--- src/utt_pkg.sv ---
// shared types and constants of the utf-16 to utf-8 transcoder
package utt_pkg;

    localparam logic [15:0] SURR_HIGH_FIRST = 16'hD800;
    localparam logic [15:0] SURR_LOW_FIRST  = 16'hDC00;
    localparam logic [15:0] SURR_LOW_END    = 16'hE000;
    localparam logic [20:0] PAIR_BASE       = 21'h10000;
    localparam logic [20:0] CP_MAX_1BYTE    = 21'h0007F;
    localparam logic [20:0] CP_MAX_2BYTE    = 21'h007FF;
    localparam logic [20:0] CP_MAX_3BYTE    = 21'h0FFFF;
    localparam logic [1:0]  CONT_TAG        = 2'b10;

    // one encode request from the front part to the back part
    typedef struct packed {
        logic        pre_valid;
        logic [9:0]  pre_bits;
        logic        main_valid;
        logic [20:0] main_cp;
        logic        eos;
    } t_job;

endpackage

--- src/utt_ifs.sv ---
// valid/ready channel interfaces for code units and utf-8 bytes
interface utt_unit_if;
    logic        valid;
    logic        ready;
    logic [15:0] code_unit;
    logic        end_of_string;

    modport source (output valid, output code_unit, output end_of_string, input ready);
    modport sink   (input valid, input code_unit, input end_of_string, output ready);
endinterface

interface utt_byte_if;
    logic       valid;
    logic       ready;
    logic [7:0] out_byte;
    logic       run_last;
    logic       string_last;

    modport source (output valid, output out_byte, output run_last, output string_last,
                    input ready);
    modport sink   (input valid, input out_byte, input run_last, input string_last,
                    output ready);
endinterface

--- src/utt_front.sv ---
// front part: accepts code units, pairs surrogates and builds encode requests
module utt_front (
    input  logic          i_clk,
    input  logic          i_rst_n,
    utt_unit_if.sink      i_unit,
    output utt_pkg::t_job o_job,
    output logic          o_job_valid,
    input  logic          i_job_ready
);
    import utt_pkg::*;

    logic        r_held_valid;
    logic [9:0]  r_held_bits;
    logic        n_held_valid;
    logic [9:0]  n_held_bits;
    logic        w_accept;
    logic        w_is_high;
    logic        w_is_low;
    logic        w_pair;
    logic        w_hold;
    t_job        w_job;

    assign w_is_high = (i_unit.code_unit >= SURR_HIGH_FIRST)
                    && (i_unit.code_unit < SURR_LOW_FIRST);
    assign w_is_low  = (i_unit.code_unit >= SURR_LOW_FIRST)
                    && (i_unit.code_unit < SURR_LOW_END);
    assign w_pair    = r_held_valid && w_is_low;
    assign w_hold    = w_is_high && !i_unit.end_of_string;

    assign i_unit.ready = i_job_ready;
    assign w_accept     = i_unit.valid && i_unit.ready;

    always_comb begin
        w_job     = '0;
        w_job.eos = i_unit.end_of_string;
        if (w_pair) begin
            w_job.main_valid = 1'b1;
            w_job.main_cp    = PAIR_BASE + 21'({r_held_bits, i_unit.code_unit[9:0]});
        end else begin
            w_job.pre_valid  = r_held_valid;
            w_job.pre_bits   = r_held_bits;
            w_job.main_valid = !w_hold;
            w_job.main_cp    = 21'(i_unit.code_unit);
        end
    end

    assign o_job       = w_job;
    assign o_job_valid = i_unit.valid && (w_pair || r_held_valid || !w_hold);

    always_comb begin
        n_held_valid = r_held_valid;
        n_held_bits  = r_held_bits;
        if (w_accept) begin
            if (w_pair || !w_hold) begin
                n_held_valid = 1'b0;
                n_held_bits  = '0;
            end else begin
                n_held_valid = 1'b1;
                n_held_bits  = i_unit.code_unit[9:0];
            end
        end
    end

    always_ff @(posedge i_clk) begin
        if (!i_rst_n) begin
            r_held_valid <= 1'b0;
            r_held_bits  <= '0;
        end else begin
            r_held_valid <= n_held_valid;
            r_held_bits  <= n_held_bits;
        end
    end

endmodule

--- src/utt_queue.sv ---
// short request queue between the front and back parts
module utt_queue #(
    parameter int DEPTH = 4
) (
    input  logic          i_clk,
    input  logic          i_rst_n,
    input  utt_pkg::t_job i_push_data,
    input  logic          i_push_valid,
    output logic          o_push_ready,
    output utt_pkg::t_job o_pop_data,
    output logic          o_pop_valid,
    input  logic          i_pop_ready
);
    import utt_pkg::*;

    localparam int AW = (DEPTH > 1) ? $clog2(DEPTH) : 1;
    localparam int CW = $clog2(DEPTH + 1);

    t_job          r_mem [DEPTH];
    logic [AW-1:0] r_head;
    logic [AW-1:0] r_tail;
    logic [CW-1:0] r_count;
    logic [AW-1:0] n_head;
    logic [AW-1:0] n_tail;
    logic [CW-1:0] n_count;
    logic          w_push;
    logic          w_pop;

    assign o_push_ready = (r_count != CW'(DEPTH));
    assign o_pop_valid  = (r_count != '0);
    assign o_pop_data   = r_mem[r_head];
    assign w_push       = i_push_valid && o_push_ready;
    assign w_pop        = o_pop_valid && i_pop_ready;

    always_comb begin
        n_head  = r_head;
        n_tail  = r_tail;
        n_count = r_count;
        if (w_push) begin
            n_tail = (r_tail == AW'(DEPTH - 1)) ? '0 : r_tail + 1'b1;
        end
        if (w_pop) begin
            n_head = (r_head == AW'(DEPTH - 1)) ? '0 : r_head + 1'b1;
        end
        if (w_push && !w_pop) begin
            n_count = r_count + 1'b1;
        end else if (w_pop && !w_push) begin
            n_count = r_count - 1'b1;
        end
    end

    always_ff @(posedge i_clk) begin
        if (w_push) begin
            r_mem[r_tail] <= i_push_data;
        end
    end

    always_ff @(posedge i_clk) begin
        if (!i_rst_n) begin
            r_head  <= '0;
            r_tail  <= '0;
            r_count <= '0;
        end else begin
            r_head  <= n_head;
            r_tail  <= n_tail;
            r_count <= n_count;
        end
    end

endmodule

--- src/utt_back.sv ---
// back part: walks each request and sends utf-8 bytes through an output register
module utt_back (
    input  logic          i_clk,
    input  logic          i_rst_n,
    input  utt_pkg::t_job i_job,
    input  logic          i_job_valid,
    output logic          o_job_ready,
    utt_byte_if.source    o_byte
);
    import utt_pkg::*;

    typedef enum logic {
        PH_PRE,
        PH_MAIN
    } t_phase;

    t_phase      r_phase;
    logic [1:0]  r_idx;
    logic        r_out_valid;
    logic [7:0]  r_out_byte;
    logic        r_run_last;
    logic        r_string_last;
    logic        w_use_pre;
    logic [20:0] w_cp;
    logic [1:0]  w_len_m1;
    logic [7:0]  w_byte;
    logic        w_last_byte;
    logic        w_run_last;
    logic        w_load;
    logic        w_advance;

    function automatic logic [1:0] f_len_m1(input logic [20:0] cp);
        logic [1:0] len;
        if (cp <= CP_MAX_1BYTE) begin
            len = 2'd0;
        end else if (cp <= CP_MAX_2BYTE) begin
            len = 2'd1;
        end else if (cp <= CP_MAX_3BYTE) begin
            len = 2'd2;
        end else begin
            len = 2'd3;
        end
        return len;
    endfunction

    function automatic logic [7:0] f_byte(input logic [20:0] cp, input logic [1:0] len_m1,
                                          input logic [1:0] idx);
        logic [7:0] b;
        b = '0;
        unique case (len_m1)
            2'd0: b = cp[7:0];
            2'd1: begin
                b = (idx == 2'd0) ? {3'b110, cp[10:6]} : {CONT_TAG, cp[5:0]};
            end
            2'd2: begin
                case (idx)
                    2'd0:    b = {4'b1110, cp[15:12]};
                    2'd1:    b = {CONT_TAG, cp[11:6]};
                    default: b = {CONT_TAG, cp[5:0]};
                endcase
            end
            default: begin
                case (idx)
                    2'd0:    b = {5'b11110, cp[20:18]};
                    2'd1:    b = {CONT_TAG, cp[17:12]};
                    2'd2:    b = {CONT_TAG, cp[11:6]};
                    default: b = {CONT_TAG, cp[5:0]};
                endcase
            end
        endcase
        return b;
    endfunction

    // held lone surrogate goes first, then the unit itself
    assign w_use_pre   = i_job.pre_valid && (r_phase == PH_PRE);
    assign w_cp        = w_use_pre ? {5'b00000, 6'b110110, i_job.pre_bits} : i_job.main_cp;
    assign w_len_m1    = f_len_m1(w_cp);
    assign w_byte      = f_byte(w_cp, w_len_m1, r_idx);
    assign w_last_byte = (r_idx == w_len_m1);
    assign w_run_last  = w_last_byte && !(w_use_pre && i_job.main_valid);

    assign w_load      = !r_out_valid || o_byte.ready;
    assign w_advance   = i_job_valid && w_load;
    assign o_job_ready = w_advance && w_run_last;

    assign o_byte.valid       = r_out_valid;
    assign o_byte.out_byte    = r_out_byte;
    assign o_byte.run_last    = r_run_last;
    assign o_byte.string_last = r_string_last;

    always_ff @(posedge i_clk) begin
        if (!i_rst_n) begin
            r_phase     <= PH_PRE;
            r_idx       <= '0;
            r_out_valid <= 1'b0;
        end else begin
            if (w_load) begin
                r_out_valid <= i_job_valid;
            end
            if (w_advance) begin
                if (!w_last_byte) begin
                    r_idx <= r_idx + 1'b1;
                end else if (w_run_last) begin
                    r_idx   <= '0;
                    r_phase <= PH_PRE;
                end else begin
                    r_idx   <= '0;
                    r_phase <= PH_MAIN;
                end
            end
        end
        if (w_advance) begin
            r_out_byte    <= w_byte;
            r_run_last    <= w_run_last;
            r_string_last <= w_run_last && i_job.eos;
        end
    end

endmodule

--- src/utf16_to_utf8_transcoder.sv ---
// utf16_to_utf8_transcoder: top level of the utf-16 to utf-8 transcoder
// Takes one UTF-16 code unit per request and sends UTF-8 bytes, one byte per
// request on the output channel. A front part pairs surrogates and may take a
// code unit every cycle while the request queue (QUEUE_DEPTH entries) has room;
// a back part encodes one byte per cycle while the output is not stalled,
// behind a registered output. A unit yields no bytes for a held high
// surrogate, 1 to 3 for a plain unit, 4 for a surrogate pair, and up to 6 when
// a lone held surrogate is flushed ahead of the next unit; the single byte
// output port sets the sustained rate. A unit's request passes through the
// request queue and then the output register before its first byte shows.
module utf16_to_utf8_transcoder #(
    parameter int QUEUE_DEPTH = 4
) (
    input  logic       i_clk,
    input  logic       i_rst_n,
    utt_unit_if.sink   i_unit,
    utt_byte_if.source o_byte
);
    import utt_pkg::*;

    t_job w_push_job;
    logic w_push_valid;
    logic w_push_ready;
    t_job w_pop_job;
    logic w_pop_valid;
    logic w_pop_ready;

    utt_front u_front (
        .i_clk       (i_clk),
        .i_rst_n     (i_rst_n),
        .i_unit      (i_unit),
        .o_job       (w_push_job),
        .o_job_valid (w_push_valid),
        .i_job_ready (w_push_ready)
    );

    utt_queue #(
        .DEPTH (QUEUE_DEPTH)
    ) u_queue (
        .i_clk        (i_clk),
        .i_rst_n      (i_rst_n),
        .i_push_data  (w_push_job),
        .i_push_valid (w_push_valid),
        .o_push_ready (w_push_ready),
        .o_pop_data   (w_pop_job),
        .o_pop_valid  (w_pop_valid),
        .i_pop_ready  (w_pop_ready)
    );

    utt_back u_back (
        .i_clk       (i_clk),
        .i_rst_n     (i_rst_n),
        .i_job       (w_pop_job),
        .i_job_valid (w_pop_valid),
        .o_job_ready (w_pop_ready),
        .o_byte      (o_byte)
    );

endmodule

--- src/flat_wrapper.sv ---
// flat-port wrapper written by rule: the top's interface ports become plain ports
module utf16_to_utf8_transcoder_flat import utt_pkg::*;
#(
    parameter int QUEUE_DEPTH = 4
)
  (i_clk, i_rst_n, i_unit_valid, i_unit_code_unit, i_unit_end_of_string, i_unit_ready, o_byte_valid, o_byte_out_byte, o_byte_run_last, o_byte_string_last, o_byte_ready);
  utt_unit_if i_unit_i ();
  utt_byte_if o_byte_i ();
  input  logic i_clk;
  input  logic i_rst_n;
  input wire logic [$bits(i_unit_i.valid)-1:0] i_unit_valid;
  input wire logic [$bits(i_unit_i.code_unit)-1:0] i_unit_code_unit;
  input wire logic [$bits(i_unit_i.end_of_string)-1:0] i_unit_end_of_string;
  output wire logic [$bits(i_unit_i.ready)-1:0] i_unit_ready;
  output wire logic [$bits(o_byte_i.valid)-1:0] o_byte_valid;
  output wire logic [$bits(o_byte_i.out_byte)-1:0] o_byte_out_byte;
  output wire logic [$bits(o_byte_i.run_last)-1:0] o_byte_run_last;
  output wire logic [$bits(o_byte_i.string_last)-1:0] o_byte_string_last;
  input wire logic [$bits(o_byte_i.ready)-1:0] o_byte_ready;
  assign i_unit_i.valid = i_unit_valid;
  assign i_unit_i.code_unit = i_unit_code_unit;
  assign i_unit_i.end_of_string = i_unit_end_of_string;
  assign i_unit_ready = i_unit_i.ready;
  assign o_byte_valid = o_byte_i.valid;
  assign o_byte_out_byte = o_byte_i.out_byte;
  assign o_byte_run_last = o_byte_i.run_last;
  assign o_byte_string_last = o_byte_i.string_last;
  assign o_byte_i.ready = o_byte_ready;
  utf16_to_utf8_transcoder #(.QUEUE_DEPTH(QUEUE_DEPTH)) u_core (.i_clk(i_clk), .i_rst_n(i_rst_n), .i_unit(i_unit_i), .o_byte(o_byte_i));
endmodule
--- config.mk ---
export PLATFORM = sky130hd
export DESIGN_NAME = utf16_to_utf8_transcoder_flat
export DESIGN_NICKNAME = d
export VERILOG_FILES = /design/src/utt_pkg.sv /design/src/utt_ifs.sv /design/src/utt_front.sv /design/src/utt_queue.sv /design/src/utt_back.sv /design/src/utf16_to_utf8_transcoder.sv /design/src/flat_wrapper.sv
export SDC_FILE = /design/constraint.sdc
export NUM_CORES = 1
export LEC_CHECK = 0
export BUFFER_PORTS_ARGS = -buffer_cell sky130_fd_sc_hd__buf_4
export CAP_MARGIN = 20
export CORE_UTILIZATION = 30
export CTS_CLUSTER_SIZE = 16
export DETAILED_ROUTE_END_ITERATION = 12
export GPL_TIMING_DRIVEN = 0
export HOLD_SLACK_MARGIN = 0.02
export PLACE_DENSITY = 0.47
export SLEW_MARGIN = 25
export SYNTH_ARGS = -nofsm -noshare
export SYNTH_HDL_FRONTEND = slang
export SYNTH_SLANG_ARGS = --single-unit
--- constraint.sdc ---
create_clock -name i_clk -period 8.9 [get_ports i_clk]
set_input_delay 1.335 -clock i_clk [delete_from_list [all_inputs] [get_ports i_clk]]
set_output_delay 1.335 -clock i_clk [all_outputs]
set_load 0.005 [all_outputs]
==> summary.txt, run 1 <==
Outcome
  – Status: finished, final reports clean

Route
  – Routed wire length: ~17 mm
  – Routed Antenna Nets: 0
  – Starting DRT DRC Count: 300
  – Post-route DRC: 0
  – DR WL/cell: ~20 µm
  – Vias: 4142
  – 1st-pass router iterations: 5
  – Vias per cell: 4.87

Synth
  – Post-Syn Nets: 503
  – EDFF count, synth: 146
  – Netlist Area Pre-Place: 0.00732 mm²
  – Top area cells in the synthesized netlist: edfxtp_1 (60%), mux4_2 (9.8%), dfxtp_1 (6.6%)
  – Post-synth cell types: 56
  – YS warnings: 0
  – Synth area leader: edfxtp_1
  – Synthesized flop and latch total: 170
  – Main synth FF type: edfxtp_1
  – Synth top area share: 59.9%
  – Async S/R FF share, synth: 0%
  – Cell count after synthesis: approximately 470
  – Synthesized area per cell: ~16 µm²
  – Sequential share of the synthesized area: 66.5%

Finish
  – Non-Filler Instances: 850
  – Nets@finish: 555
  – Area Growth Syn to Fin: 16.4%
  – Design Area, Final: 0.00852 mm²
  – Share of post-route cells with drive strength above 1: 21.3%
  – ANT cells: 0

Timing
  – Setup violations, final: 0
  – Worst slew margin: 37.8%
  – Final worst slack: approximately 4.7 ns
  – Period utilization: 46.9%
  – Worst Skew: between 0.006 and 0.007 ns
  – TNS Setup: 0 ns
  – RSZ-0062 raised after global routing: false
  – Top achievable clock speed: 240 MHz
  – Slew @ Worst Pin: between 0.9 and 1 ns
  – Min cycle time layout: around 4.2 ns
  – Hold Fails Final Rpt: 0
  – Slew Limit Fails: 0
  – Hold slack: 0.476 ns

Power and ir drop
  – Int Pwr: 1.55 mW
  – P_leak: 2.78 nW
  – Switch share: between 20% and 30%
  – Flop pwr share: between 40 and 50%
  – Peak VDD IR: approximately 0.12 mV
  – Clock power frac: 31.9%
  – PwrDens: 249 mW/mm²
  – Logic gate share of total power: 20.9%
  – Psw: 0.579 mW

GRT
  – GRT Overall Usage: 14.2%
  – Antenna violations before repair: 0
  – Largest net degree at the start of global routing: 35
  – Gr ovfl total: 0
  – Vias in the first global route: 4197
  – First-pass GRT wire length: 25.1 mm

Hold path
  – Min-delay worst type: reg2reg
  – Launch point of the worst hold path: u_core.u_front.r_held_bits[4]
  – Hold depth: 2
  – WHS Endpoint: u_core.u_front.r_held_bits[4]

Placement
  – Placed cell count: 818
  – DP Area: roughly 0.008 mm²
  – HPWL after DPL: 11.2 mm
  – Pre-CTS WS: 4.75 ns
  – Routability Congestion: 0.845
  – IO Port Bufs: 32

Floorplanning
  – Core Region: 0.0237 mm²
  – Die X: 158 µm
  – Overall die height: 158 µm
  – Initial Utilization: 30.9%
  – Full die area: 0.0250 mm²
  – FP Rows: 56
  – Io pins: 33

CTS
  – Buffer depth of the longest clock path: 2
  – H-tree depth: 4
  – Setup bufs post-CTS: 0
  – Later-pin clock latency in the skew report: 0.42 ns
  – Root Driver: clkbuf_16
  – Cts hold-fix bufs: 0
  – CTS tree: yes
  – Post-cts sizing count: 0
  – CTS Buf Count: 17
  – Sink Count: 170
  – Clk pin slew, worst setup/hold paths: 0.06 ns

Setup path
  – Worst path required time: 9.04 ns
  – Worst-case register-to-register setup slack: approximately 4.7 ns
  – Worst setup EP type: flip-flop
  – CP max FO: 10
  – Worst flop-to-flop path endpoint: u_core.u_back.o_byte.out_byte[4]
  – CP Class: reg2reg
  – R2R cell count: 14
  – Critical Path Start Type: flip-flop
  – Worst path arrival time: 4.32 ns

Flow run
  – Max_cap viols: 0
==> how the worst max path moves through the flow <==
| stage | start | endpoint | slack, ns | cells after the start |
|---|---|---|---|---|
| final | flip-flop | u_core.u_back.o_byte.out_byte[4] | 4.73 | 14 |
| after global routing | flip-flop | u_core.u_back.o_byte.out_byte[4] | 4.44 | 15 |
| after CTS | flip-flop | u_core.u_back.o_byte.out_byte[4] | 4.72 | 14 |
| after detailed placement | flip-flop | u_core.u_back.o_byte.out_byte[4] | 4.75 | 14 |
| after global placement | i_unit_code_unit[15] | u_core.u_queue.r_mem[3][5] | 4.27 | 6 |
| after floorplan | i_unit_code_unit[12] | u_core.u_queue.r_count[2] | 5.53 | 9 |
==> kinds of logic (layout without fill, tap and decap cells) <==
logic type,count (synthesis),after routing,share of synthesized area [%]
compound gates,67,67,6.63
xor+xnor,6,6,0.821
fa+ha+maj,16,16,2.84
buf+inv,37,102,2.26
flops,170,170,66.5
mux,50,50,12.7
simple gates,120,120,8.28
==> per-stage QoR <==
stage                     utilization [%]  total power, mW
after floorplan                         -             1.29
after global placement               33.6             1.45
after detailed placement             33.7             1.47
after CTS                            36.0             2.15
after global routing                 36.0             2.22
final                                36.0             2.12
==> placed cells by master, fill, tap and decap left out, types with 5 or more instances in the layout <==
master	instances
clkbuf_1	20
buf_4	32
and2_1	14
dfxtp_1	24
o21ai_0	8
nor2_1	27
mux2i_1	13
edfxtp_1	146
nand3_1	17
inv_1	16
nor2b_1	6
a21boi_0	13
mux4_2	32
ha_1	15
clkbuf_16	17
nand2_1	34
a21oi_1	11
o21a_1	5
==> cell usage after synthesis (all sizes together) (3+ instances only) <==
| library cell | n |
|---|---|
| a21boi | 13 |
| a21oi | 11 |
| a22o | 3 |
| a22oi | 3 |
| a32o | 3 |
| and2 | 19 |
| and3 | 4 |
| buf | 7 |
| clkbuf | 14 |
| dfxtp | 24 |
| edfxtp | 146 |
| ha | 15 |
| inv | 16 |
| mux2 | 4 |
| mux2i | 13 |
| mux4 | 33 |
| nand2 | 34 |
| nand2b | 3 |
| nand3 | 17 |
| nor2 | 27 |
| nor2b | 6 |
| nor3 | 4 |
| o21a | 5 |
| o21ai | 8 |
| o31ai | 3 |
| xnor2 | 4 |
==> worst max-delay path, cell delays in order, from the launching register on <==
cell	delay [ns]
dfxtp_1	0.31
buf_2	0.23
buf_1	0.58
mux4_2	0.48
mux2_4	0.31
o31a_1	0.27
nor2_1	0.24
inv_1	0.11
ha_1	0.28
nor2_1	0.12
nor2_1	0.07
o31ai_1	0.46
o21ai_0	0.17
a21oi_1	0.17
o21ai_0	0.09
==> routing by layer <==
layer | vias up | global-route usage (%) | wire [µm]
met3 | 13 | 3.53 | 631
met1 | 2121 | 19.6 | 8120
li1 | 1904 | - | -
met4 | 0 | 4.30 | 194
met2 | 104 | 22.0 | 7660
met5 | - | 0 | 0
==> cell type report <==
| class | count | area (µm²) |
|---|---|---|
| Fill cell | 2323 | 15200 |
| Sequential cell | 170 | 4860 |
| Multi-Input combinational cell | 259 | 2300 |
| Clock buffer | 24 | 462 |
| Tap cell | 319 | 399 |
| Timing Repair Buffer | 33 | 260 |
| Buffer | 21 | 105 |
| Clock inverter | 8 | 72.6 |
| Inverter | 16 | 60.1 |
==> flip-flops by register name, indices dropped and copies added, names as in the netlist, named ones only <==
| register | flops |
|---|---|
| u_core.u_back.r_idx | 2 |
| u_core.u_queue.r_mem | 136 |
| u_core.u_back.o_byte.string_last | 1 |
| u_core.u_back.o_byte.out_byte | 8 |
| u_core.u_back.o_byte.run_last | 1 |
| u_core.u_queue.r_tail | 2 |
| u_core.u_front.r_held_bits | 10 |
| u_core.u_queue.r_head | 2 |
| u_core.u_back.o_byte.valid | 1 |
| u_core.u_queue.r_count | 3 |
| u_core.u_back.r_phase | 1 |
| u_core.u_front.r_held_valid | 1 |
==> power by group through the flow <==
| stage | registers (mW) | clock network, mW | logic (mW) |
|---|---|---|---|
| 2_1_floorplan | 1.02 | 0 | 0.275 |
| 3_3_place_gp | 1.02 | 0 | 0.431 |
| 3_5_place_dp | 1.02 | 0 | 0.443 |
| 4_1_cts | 1.01 | 0.696 | 0.446 |
| 5_1_grt | 1.01 | 0.724 | 0.486 |
| 6_report | 1.00 | 0.678 | 0.443 |
No activity file was read; power rests on OpenSTA's default activity.
==> inputs of run 2 (changes only) <==
--- a/config.mk
+++ b/config.mk
@@ -5,6 +5,7 @@
 export SDC_FILE = /design/constraint.sdc
 export NUM_CORES = 1
 export LEC_CHECK = 0
+export ABC_AREA = 1
 export BUFFER_PORTS_ARGS = -buffer_cell sky130_fd_sc_hd__buf_4
 export CAP_MARGIN = 20
 export CORE_UTILIZATION = 30
==> constraint.sdc (replaced) <==
create_clock -name i_clk -period 3.9 [get_ports i_clk]
set_input_delay 0.585 -clock i_clk [delete_from_list [all_inputs] [get_ports i_clk]]
set_output_delay 0.585 -clock i_clk [all_outputs]
set_load 0.005 [all_outputs]
==> run 2 against run 1 <==
  * Sequential share of layout area down 3.4 points
  * Non-clock buffer count up 13
  * Combinational power up 130%
  * Count of clock-buffer cells in the layout down 7
  * Sequential cell count unchanged
  * Critical endpoint is now u_core.u_queue.r_count[1]
  * Largest cell class unchanged
==> summary.txt, run 2 <==
Outcome
  – Status: finished, final reports clean (unchanged)

Setup path
  – Critical Path Start Type: flip-flop (unchanged)
  – Worst path arrival time: 3.37 ns (was 4.32 ns)
  – Crit path max-delay family: simple AND/OR/NAND/NOR gates (was compound AO/OA/AOI/OAI gates)
  – R2R cell count: 15 (was 14)
  – Worst flop-to-flop path endpoint: u_core.u_queue.r_count[1] (was u_core.u_back.o_byte.out_byte[4])
  – CP max FO: 10 (unchanged)
  – Slowest stage delay, CP: 0.42 ns (was 0.58 ns)
  – Worst path required time: 4.21 ns (was 9.04 ns)
  – Slowest-stage cell, CP: dfxtp_1 (was buf_1)
  – Crit path cell chain: buf_2 > o21ai_0 > o21ai_0 > nand2_1 > nand3_4 > nor2_4 > nand2_1 > nand2_1 > nand2_2 > nand4_4 > ha_1 > inv_1 > fa_1 > o21ai_0 > a21oi_1 (was buf_2 > buf_1 > mux4_2 > mux2_4 > o31a_1 > nor2_1 > inv_1 > ha_1 > nor2_1 > nor2_1 > o31ai_1 > o21ai_0 > a21oi_1 > o21ai_0)
  – CP Class: reg2reg (unchanged)
  – Worst setup EP type: flip-flop (unchanged)
  – Worst-case register-to-register setup slack: 0.84 ns (was 4.73 ns)
  – CP Buf/Inv Count: 2 (was 3)

Timing
  – Hold Fails Final Rpt: 0 (unchanged)
  – Slew Limit Fails: 0 (unchanged)
  – RSZ-0062 raised after global routing: false (unchanged)
  – Final worst slack: 0.840 ns (was 4.73 ns)
  – Worst Skew: 0.0134 ns (was 0.00695 ns)
  – Slew @ Worst Pin: 0.753 ns (was 0.933 ns)
  – Period utilization: 78.4% (was 46.9%)
  – Top achievable clock speed: 327 MHz (was 240 MHz)
  – Setup violations, final: 0 (unchanged)
  – Min cycle time layout: 3.06 ns (was 4.17 ns)
  – Worst slew margin: 49.8% (was 37.8%)
  – TNS Setup: 0 ns (unchanged)

Hold path
  – Launch point of the worst hold path: i_unit_code_unit[7] (was u_core.u_front.r_held_bits[4])
  – Min-delay worst type: in2reg (was reg2reg)
  – Hold depth: 1 (was 2)
  – WHS Endpoint: u_core.u_queue.r_mem[3][8] (was u_core.u_front.r_held_bits[4])

Synth
  – Count leader, synth: nand2_1 (was edfxtp_1)
  – Top area cells in the synthesized netlist: edfxtp_1 (58%), nand2_1 (8.4%), dfxtp_1 (6.3%) (was edfxtp_1 (60%), mux4_2 (9.8%), dfxtp_1 (6.6%))
  – Main synth FF type: edfxtp_1 (unchanged)
  – Async S/R FF share, synth: 0% (unchanged)
  – Post-Syn Nets: 748 (was 503)
  – Synthesized area per cell: 10.7 µm² (was 15.7 µm²)
  – Synth area leader: edfxtp_1 (unchanged)
  – EDFF count, synth: 146 (unchanged)
  – Most frequent cells after synthesis: nand2_1 (169), edfxtp_1 (146), inv_1 (85), nor2_1 (63), a21oi_1 (41) (was edfxtp_1 (146), nand2_1 (34), mux4_2 (32), nor2_1 (27), dfxtp_1 (24))
  – Sequential share of the synthesized area: 64.2% (was 66.5%)
  – Netlist Area Pre-Place: 0.00757 mm² (was 0.00732 mm²)
  – Synthesized flop and latch total: 170 (unchanged)
  – Synth top area share: 57.9% (was 59.9%)
  – YS warnings: 0 (unchanged)
  – Post-synth cell types: 42 (was 56)
  – Cell count after synthesis: 711 (was 466)

Placement
  – Placed cell count: 1074 (was 818)
  – IO Port Bufs: 31 (was 32)
  – Pre-CTS WS: 0.799 ns (was 4.75 ns)
  – Routability Congestion: 0.802 (was 0.845)
  – HPWL after DPL: 13.1 mm (was 11.2 mm)

Finish
  – Nets@finish: 806 (was 555)
  – Most frequent cells in the layout: nand2_1 (169), edfxtp_1 (146), inv_1 (85), nor2_1 (59), a21oi_1 (41) (was edfxtp_1 (146), nand2_1 (34), mux4_2 (32), buf_4 (32), nor2_1 (27))
  – Leading cell type in the layout, fill and taps excluded: nand2_1 (was edfxtp_1)
  – Max FFs per register: 136 (unchanged)
  – Non-Filler Instances: 1106 (was 850)
  – Top reg by flops: u_core.u_queue.r_mem (unchanged)
  – Share of post-route cells with drive strength above 1: 14.7% (was 21.3%)
  – # fillers: 2455 (was 2323)
  – Area Growth Syn to Fin: 19.7% (was 16.4%)
  – ANT cells: 0 (unchanged)

CTS
  – Root Driver: clkbuf_16 (unchanged)
  – Setup bufs post-CTS: 0 (unchanged)
  – CTS tree: yes (unchanged)
  – H-tree depth: 4 (unchanged)
  – Post-cts sizing count: 0 (unchanged)
  – Cts hold-fix bufs: 0 (unchanged)
  – CTS Buf Count: 17 (unchanged)
  – Buffer depth of the longest clock path: 2 (unchanged)
  – Sink Count: 170 (unchanged)
  – Clk pin slew, worst setup/hold paths: 0.08 ns (was 0.06 ns)
  – Later-pin clock latency in the skew report: 0.43 ns (was 0.42 ns)

Power and ir drop
  – P_leak: 3.47 nW (was 2.78 nW)
  – Total power: 5.03 mW (was 2.12 mW)
  – PwrDens: 555 mW/mm² (was 249 mW/mm²)
  – Peak VDD IR: 0.280 mV (was 0.121 mV)

Floorplanning
  – Die X: 161 µm (was 158 µm)
  – Io pins: 33 (unchanged)
  – Overall die height: 161 µm (was 158 µm)
  – Full die area: 0.0259 mm² (was 0.0250 mm²)
  – Core Region: 0.0245 mm² (was 0.0237 mm²)
  – Initial Utilization: 30.9% (about the same)
  – FP Rows: 57 (was 56)

Route
  – Vias: 5083 (was 4142)
  – Vias per cell: 4.60 (was 4.87)
  – Routed wire length: 18.6 mm (was 16.6 mm)
  – DR WL/cell: 16.8 µm (was 19.5 µm)
  – Post-route DRC: 0 (unchanged)
  – 1st-pass router iterations: 5 (unchanged)
  – Starting DRT DRC Count: 303 (was 300)
  – Routed Antenna Nets: 0 (unchanged)

GRT
  – Largest net degree at the start of global routing: 20 (was 35)
  – Vias in the first global route: 4834 (was 4197)
  – Gr ovfl total: 0 (unchanged)
  – First-pass GRT wire length: 28.8 mm (was 25.1 mm)
  – Antenna violations before repair: 0 (unchanged)
  – GRT Overall Usage: 15.1% (was 14.2%)

Flow run
  – Max_cap viols: 0 (unchanged)
run 2: changes by cell type in the layout (fill, tap and decap cells not counted), sizes merged, moves of 23 or more:
| cell | before | now |
|---|---|---|
| nand2 | 34 | 179 |
| inv | 16 | 93 |
| nor2 | 27 | 64 |
| mux4 | 33 | 0 |
| a21oi | 11 | 41 |
| o21ai | 8 | 32 |
| buf | 40 | 63 |
| nand3 | 17 | 40 |
run 2: cell type report:
cell class,instances,area [µm²],share of cell area [%]
plain buffers,28,200,2.21
clock buffers,17,425,4.69
clock inverters,15,206,2.28
inverters,87,327,3.60
multi-input cells,426,2220,24.5
flip-flops and latches,170,4860,53.7
well taps,324,405,4.47
repair buffers,39,418,4.61
run 2: worst max-delay path by stage:
stage / start / to / cells past startpoint
after floorplan: i_unit_code_unit[11] / u_core.u_queue.r_mem[0][0] / 7
after global placement: i_unit_code_unit[11] / u_core.u_queue.r_mem[3][10] / 8
after detailed placement: i_unit_code_unit[11] / u_core.u_queue.r_count[1] / 13
after CTS: flip-flop / u_core.u_queue.r_count[1] / 15
after global routing: flip-flop / u_core.u_back.o_byte.out_byte[3] / 19
final: flip-flop / u_core.u_queue.r_count[1] / 15
run 2: layer usage:
| metal | share of wire (%) | global-route usage (%) | routed length [µm] |
|---|---|---|---|
| met1 | 49 | 21.5 | 9150 |
| met3 | 4.6 | 3.23 | 855 |
| met2 | 45 | 23.3 | 8470 |
| met5 | 0 | 0 | 0 |
| met4 | 0.86 | 3.95 | 161 |
run 2: stage by stage:
| step | cell area, µm² | util [%] | hold slack, ns |
|---|---|---|---|
| 6_report | 9060 | 36.9 | 0.365 |
| 5_1_grt | 9060 | 36.9 | 0.349 |
| 4_1_cts | 9060 | 36.9 | 0.354 |
| 3_5_place_dp | 8430 | 34.4 | 0.455 |
| 3_3_place_gp | 8210 | 33.5 | 0.453 |
| 2_1_floorplan | 7570 | - | 0.445 |
run 2: logic make-up after synthesis:
logic type / count (synthesis) / share of synthesized area (%)
DFF: 170 / 64.2
AOI/OAI and AO/OA: 117 / 9.27
xor gates and xnor gates: 2 / 0.231
buffers and inverters: 115 / 6.96
and+or+nand+nor: 291 / 16.6
adders and majority gates: 16 / 2.74
run 2: where the power goes:
part           internal [mW]  switching [mW]
combinational          0.368           0.651
sequential              2.18          0.0547
clock                  0.985           0.790
==> inputs of run 3 (changes only) <==
==> constraint.sdc (replaced) <==
create_clock -name i_clk -period 3 [get_ports i_clk]
set_input_delay 0.45 -clock i_clk [delete_from_list [all_inputs] [get_ports i_clk]]
set_output_delay 0.45 -clock i_clk [all_outputs]
set_load 0.005 [all_outputs]
==> run 3 against run 2 <==
  * Largest cell class unchanged
  * Fmax is 7.9% higher
  * Global-route usage is the same
  * Die area is the same
  * Power up 31%
  * Sequential share of layout area fell by 0.70 points
  * Highest routed layer unchanged
  * Hold slack got worse by 0.14 ns
  * Routed wire length is 1.1% higher
==> summary.txt, run 3 (synthesized netlist as in run 2, its figures left out) <==
Outcome
  – Status: finished, final reports clean (unchanged)

Setup path
  – R2R cell count: 16 (was 15)
  – CP Class: reg2reg (unchanged)
  – Critical Path Start Type: flip-flop (unchanged)
  – Setup crit end: u_core.u_queue.r_count[1] (unchanged)
  – Worst flop-to-flop path endpoint: u_core.u_queue.r_count[1] (unchanged)
  – Worst path arrival time: 3.15 ns (was 3.37 ns)
  – CP max FO: 10 (unchanged)
  – Worst path required time: 3.31 ns (was 4.21 ns)
  – Worst-case register-to-register setup slack: 0.17 ns (was 0.84 ns)
  – Worst setup EP type: flip-flop (unchanged)

Route
  – Vias per cell: 4.62 (was 4.60)
  – 1st-pass router iterations: 5 (unchanged)
  – Routed wire length: 18.8 mm (was 18.6 mm)
  – Vias: 5129 (was 5083)
  – Post-route DRC: 0 (unchanged)
  – Starting DRT DRC Count: 345 (was 303)
  – Routed Antenna Nets: 0 (unchanged)
  – DR WL/cell: 17.0 µm (was 16.8 µm)

Floorplanning
  – Io pins: 33 (unchanged)
  – Core Region: 0.0245 mm² (unchanged)
  – Die X: 161 µm (unchanged)
  – Overall die height: 161 µm (unchanged)
  – Initial Utilization: 30.9% (unchanged)
  – FP Rows: 57 (unchanged)
  – Full die area: 0.0259 mm² (unchanged)

GRT
  – GRT Overall Usage: 15.1% (unchanged)
  – Antenna violations before repair: 0 (unchanged)
  – Largest net degree at the start of global routing: 20 (unchanged)
  – Gr ovfl total: 0 (unchanged)
  – First-pass GRT wire length: 28.8 mm (unchanged)
  – Vias in the first global route: 4834 (unchanged)

Finish
  – Design Area, Final: 0.00919 mm² (was 0.00906 mm²)
  – Most frequent cells in the layout: nand2_1 (160), edfxtp_1 (146), inv_1 (85), nor2_1 (58), buf_4 (41) (was nand2_1 (169), edfxtp_1 (146), inv_1 (85), nor2_1 (59), a21oi_1 (41))
  – # fillers: 2447 (was 2455)
  – Share of post-route cells with drive strength above 1: 17.4% (was 14.7%)
  – Max FFs per register: 136 (unchanged)
  – Area Growth Syn to Fin: 21.4% (was 19.7%)
  – Top reg by flops: u_core.u_queue.r_mem (unchanged)
  – Leading cell type in the layout, fill and taps excluded: nand2_1 (unchanged)
  – Nets@finish: 810 (was 806)
  – Non-Filler Instances: 1110 (was 1106)
  – ANT cells: 0 (unchanged)

Timing
  – Worst slew margin: 50.9% (was 49.8%)
  – Period utilization: 94.5% (was 78.4%)
  – Slew @ Worst Pin: 0.736 ns (was 0.753 ns)
  – Top achievable clock speed: 353 MHz (was 327 MHz)
  – RSZ-0062 raised after global routing: true (was false)
  – Setup violations, final: 0 (unchanged)
  – Min cycle time layout: 2.83 ns (was 3.06 ns)
  – Hold Fails Final Rpt: 0 (unchanged)
  – Worst Skew: 0.0150 ns (was 0.0134 ns)
  – Hold slack: 0.227 ns (was 0.365 ns)
  – Slew Limit Fails: 0 (unchanged)

Placement
  – DP Area: 0.00843 mm² (unchanged)
  – Routability Congestion: 0.802 (unchanged)
  – IO Port Bufs: 31 (unchanged)
  – HPWL after DPL: 13.1 mm (unchanged)
  – Placed cell count: 1074 (unchanged)

CTS
  – Later-pin clock latency in the skew report: 0.43 ns (about the same)
  – Sink Count: 170 (unchanged)
  – H-tree depth: 4 (unchanged)
  – Root Driver: clkbuf_16 (unchanged)
  – CTS tree: yes (unchanged)
  – Cts hold-fix bufs: 0 (unchanged)
  – Buffer depth of the longest clock path: 2 (unchanged)
  – CTS Buf Count: 17 (unchanged)
  – Clk pin slew, worst setup/hold paths: 0.08 ns (about the same)

Power and ir drop
  – Total power: 6.59 mW (was 5.03 mW)
  – Peak VDD IR: 0.365 mV (was 0.280 mV)
  – P_leak: 3.51 nW (was 3.47 nW)
  – PwrDens: 717 mW/mm² (was 555 mW/mm²)

Hold path
  – Min-delay worst type: in2reg (unchanged)

Flow run
  – Max_cap viols: 0 (unchanged)
[run 3: routing by layer]
layer / global-route usage, % / vias to the layer above / share of wire [%]
li1: - / 2553 / -
met1: 21.5 / 2462 / 49
met2: 23.3 / 103 / 46
met3: 3.23 / 11 / 4.0
met4: 3.95 / 0 / 0.85
met5: 0 / - / 0
[run 3: where the power goes]
| part | leakage [nW] | internal, mW | switching, mW |
|---|---|---|---|
| combinational | 1.64 | 0.503 | 0.875 |
| sequential | 1.57 | 2.83 | 0.0718 |
| clock | 0.302 | 1.28 | 1.03 |
| total | 3.51 | 4.62 | 1.98 |
[run 3: final cells by class]
class                   count  area (µm²)  area share [%]
repair buffers             43         448            4.87
clock buffers              17         425            4.63
inverters                  87         332            3.61
multi-input cells         426        2280            24.8
flip-flops and latches    170        4870            53.0
plain buffers              28         225            2.45
clock inverters            15         206            2.25
well taps                 324         405            4.41
[run 3: how the worst min path moves through the flow]
stage / startpoint / to / slack [ns] / cells past startpoint
6_report: i_unit_code_unit[7] / u_core.u_queue.r_mem[3][8] / 0.23 / 1
2_1_floorplan: u_core.u_front.r_held_bits[0] / u_core.u_front.r_held_bits[0] / 0.45 / 2
5_1_grt: i_unit_code_unit[1] / u_core.u_queue.r_mem[0][2] / 0.21 / 1
4_1_cts: i_unit_code_unit[1] / u_core.u_queue.r_mem[0][2] / 0.22 / 1
3_5_place_dp: u_core.u_front.r_held_bits[0] / u_core.u_front.r_held_bits[0] / 0.46 / 2
3_3_place_gp: u_core.u_front.r_held_bits[4] / u_core.u_front.r_held_bits[4] / 0.45 / 2
[run 3: worst max-delay path, stage by stage, from the launching register on]
cell and delay, ns:
dfxtp_4 0.37, buf_8 0.15, buf_6 0.14, nand2_1 0.06, nand3_1 0.08, nand2_2 0.12
nand3_2 0.10, nor3_4 0.27, buf_4 0.15, nand3_1 0.08, nand2_2 0.15, nand4_4 0.12
ha_1 0.19, inv_1 0.09, fa_1 0.41, o21ai_0 0.16, a21oi_1 0.06
[run 3: repair_timing]
item | in CTS | in global routing
endpoints found under the setup margin | 4 | 7
gates resized for setup | 5 | 29
pin swaps | 0 | 4
setup buffers | 0 | 4
cloned | 0 | 0
[run 3: metrics by stage]
step / util [%] / worst slack (ns) / TNS, ns
CTS: 37.0 / 0.0118 / 0
finish: 37.5 / 0.166 / 0
detailed placement: 34.4 / -0.0437 / -0.0503
global route: 37.5 / -0.0147 / -0.0310
floorplan: - / 0.265 / 0
global placement: 33.5 / -1.59 / -205.72
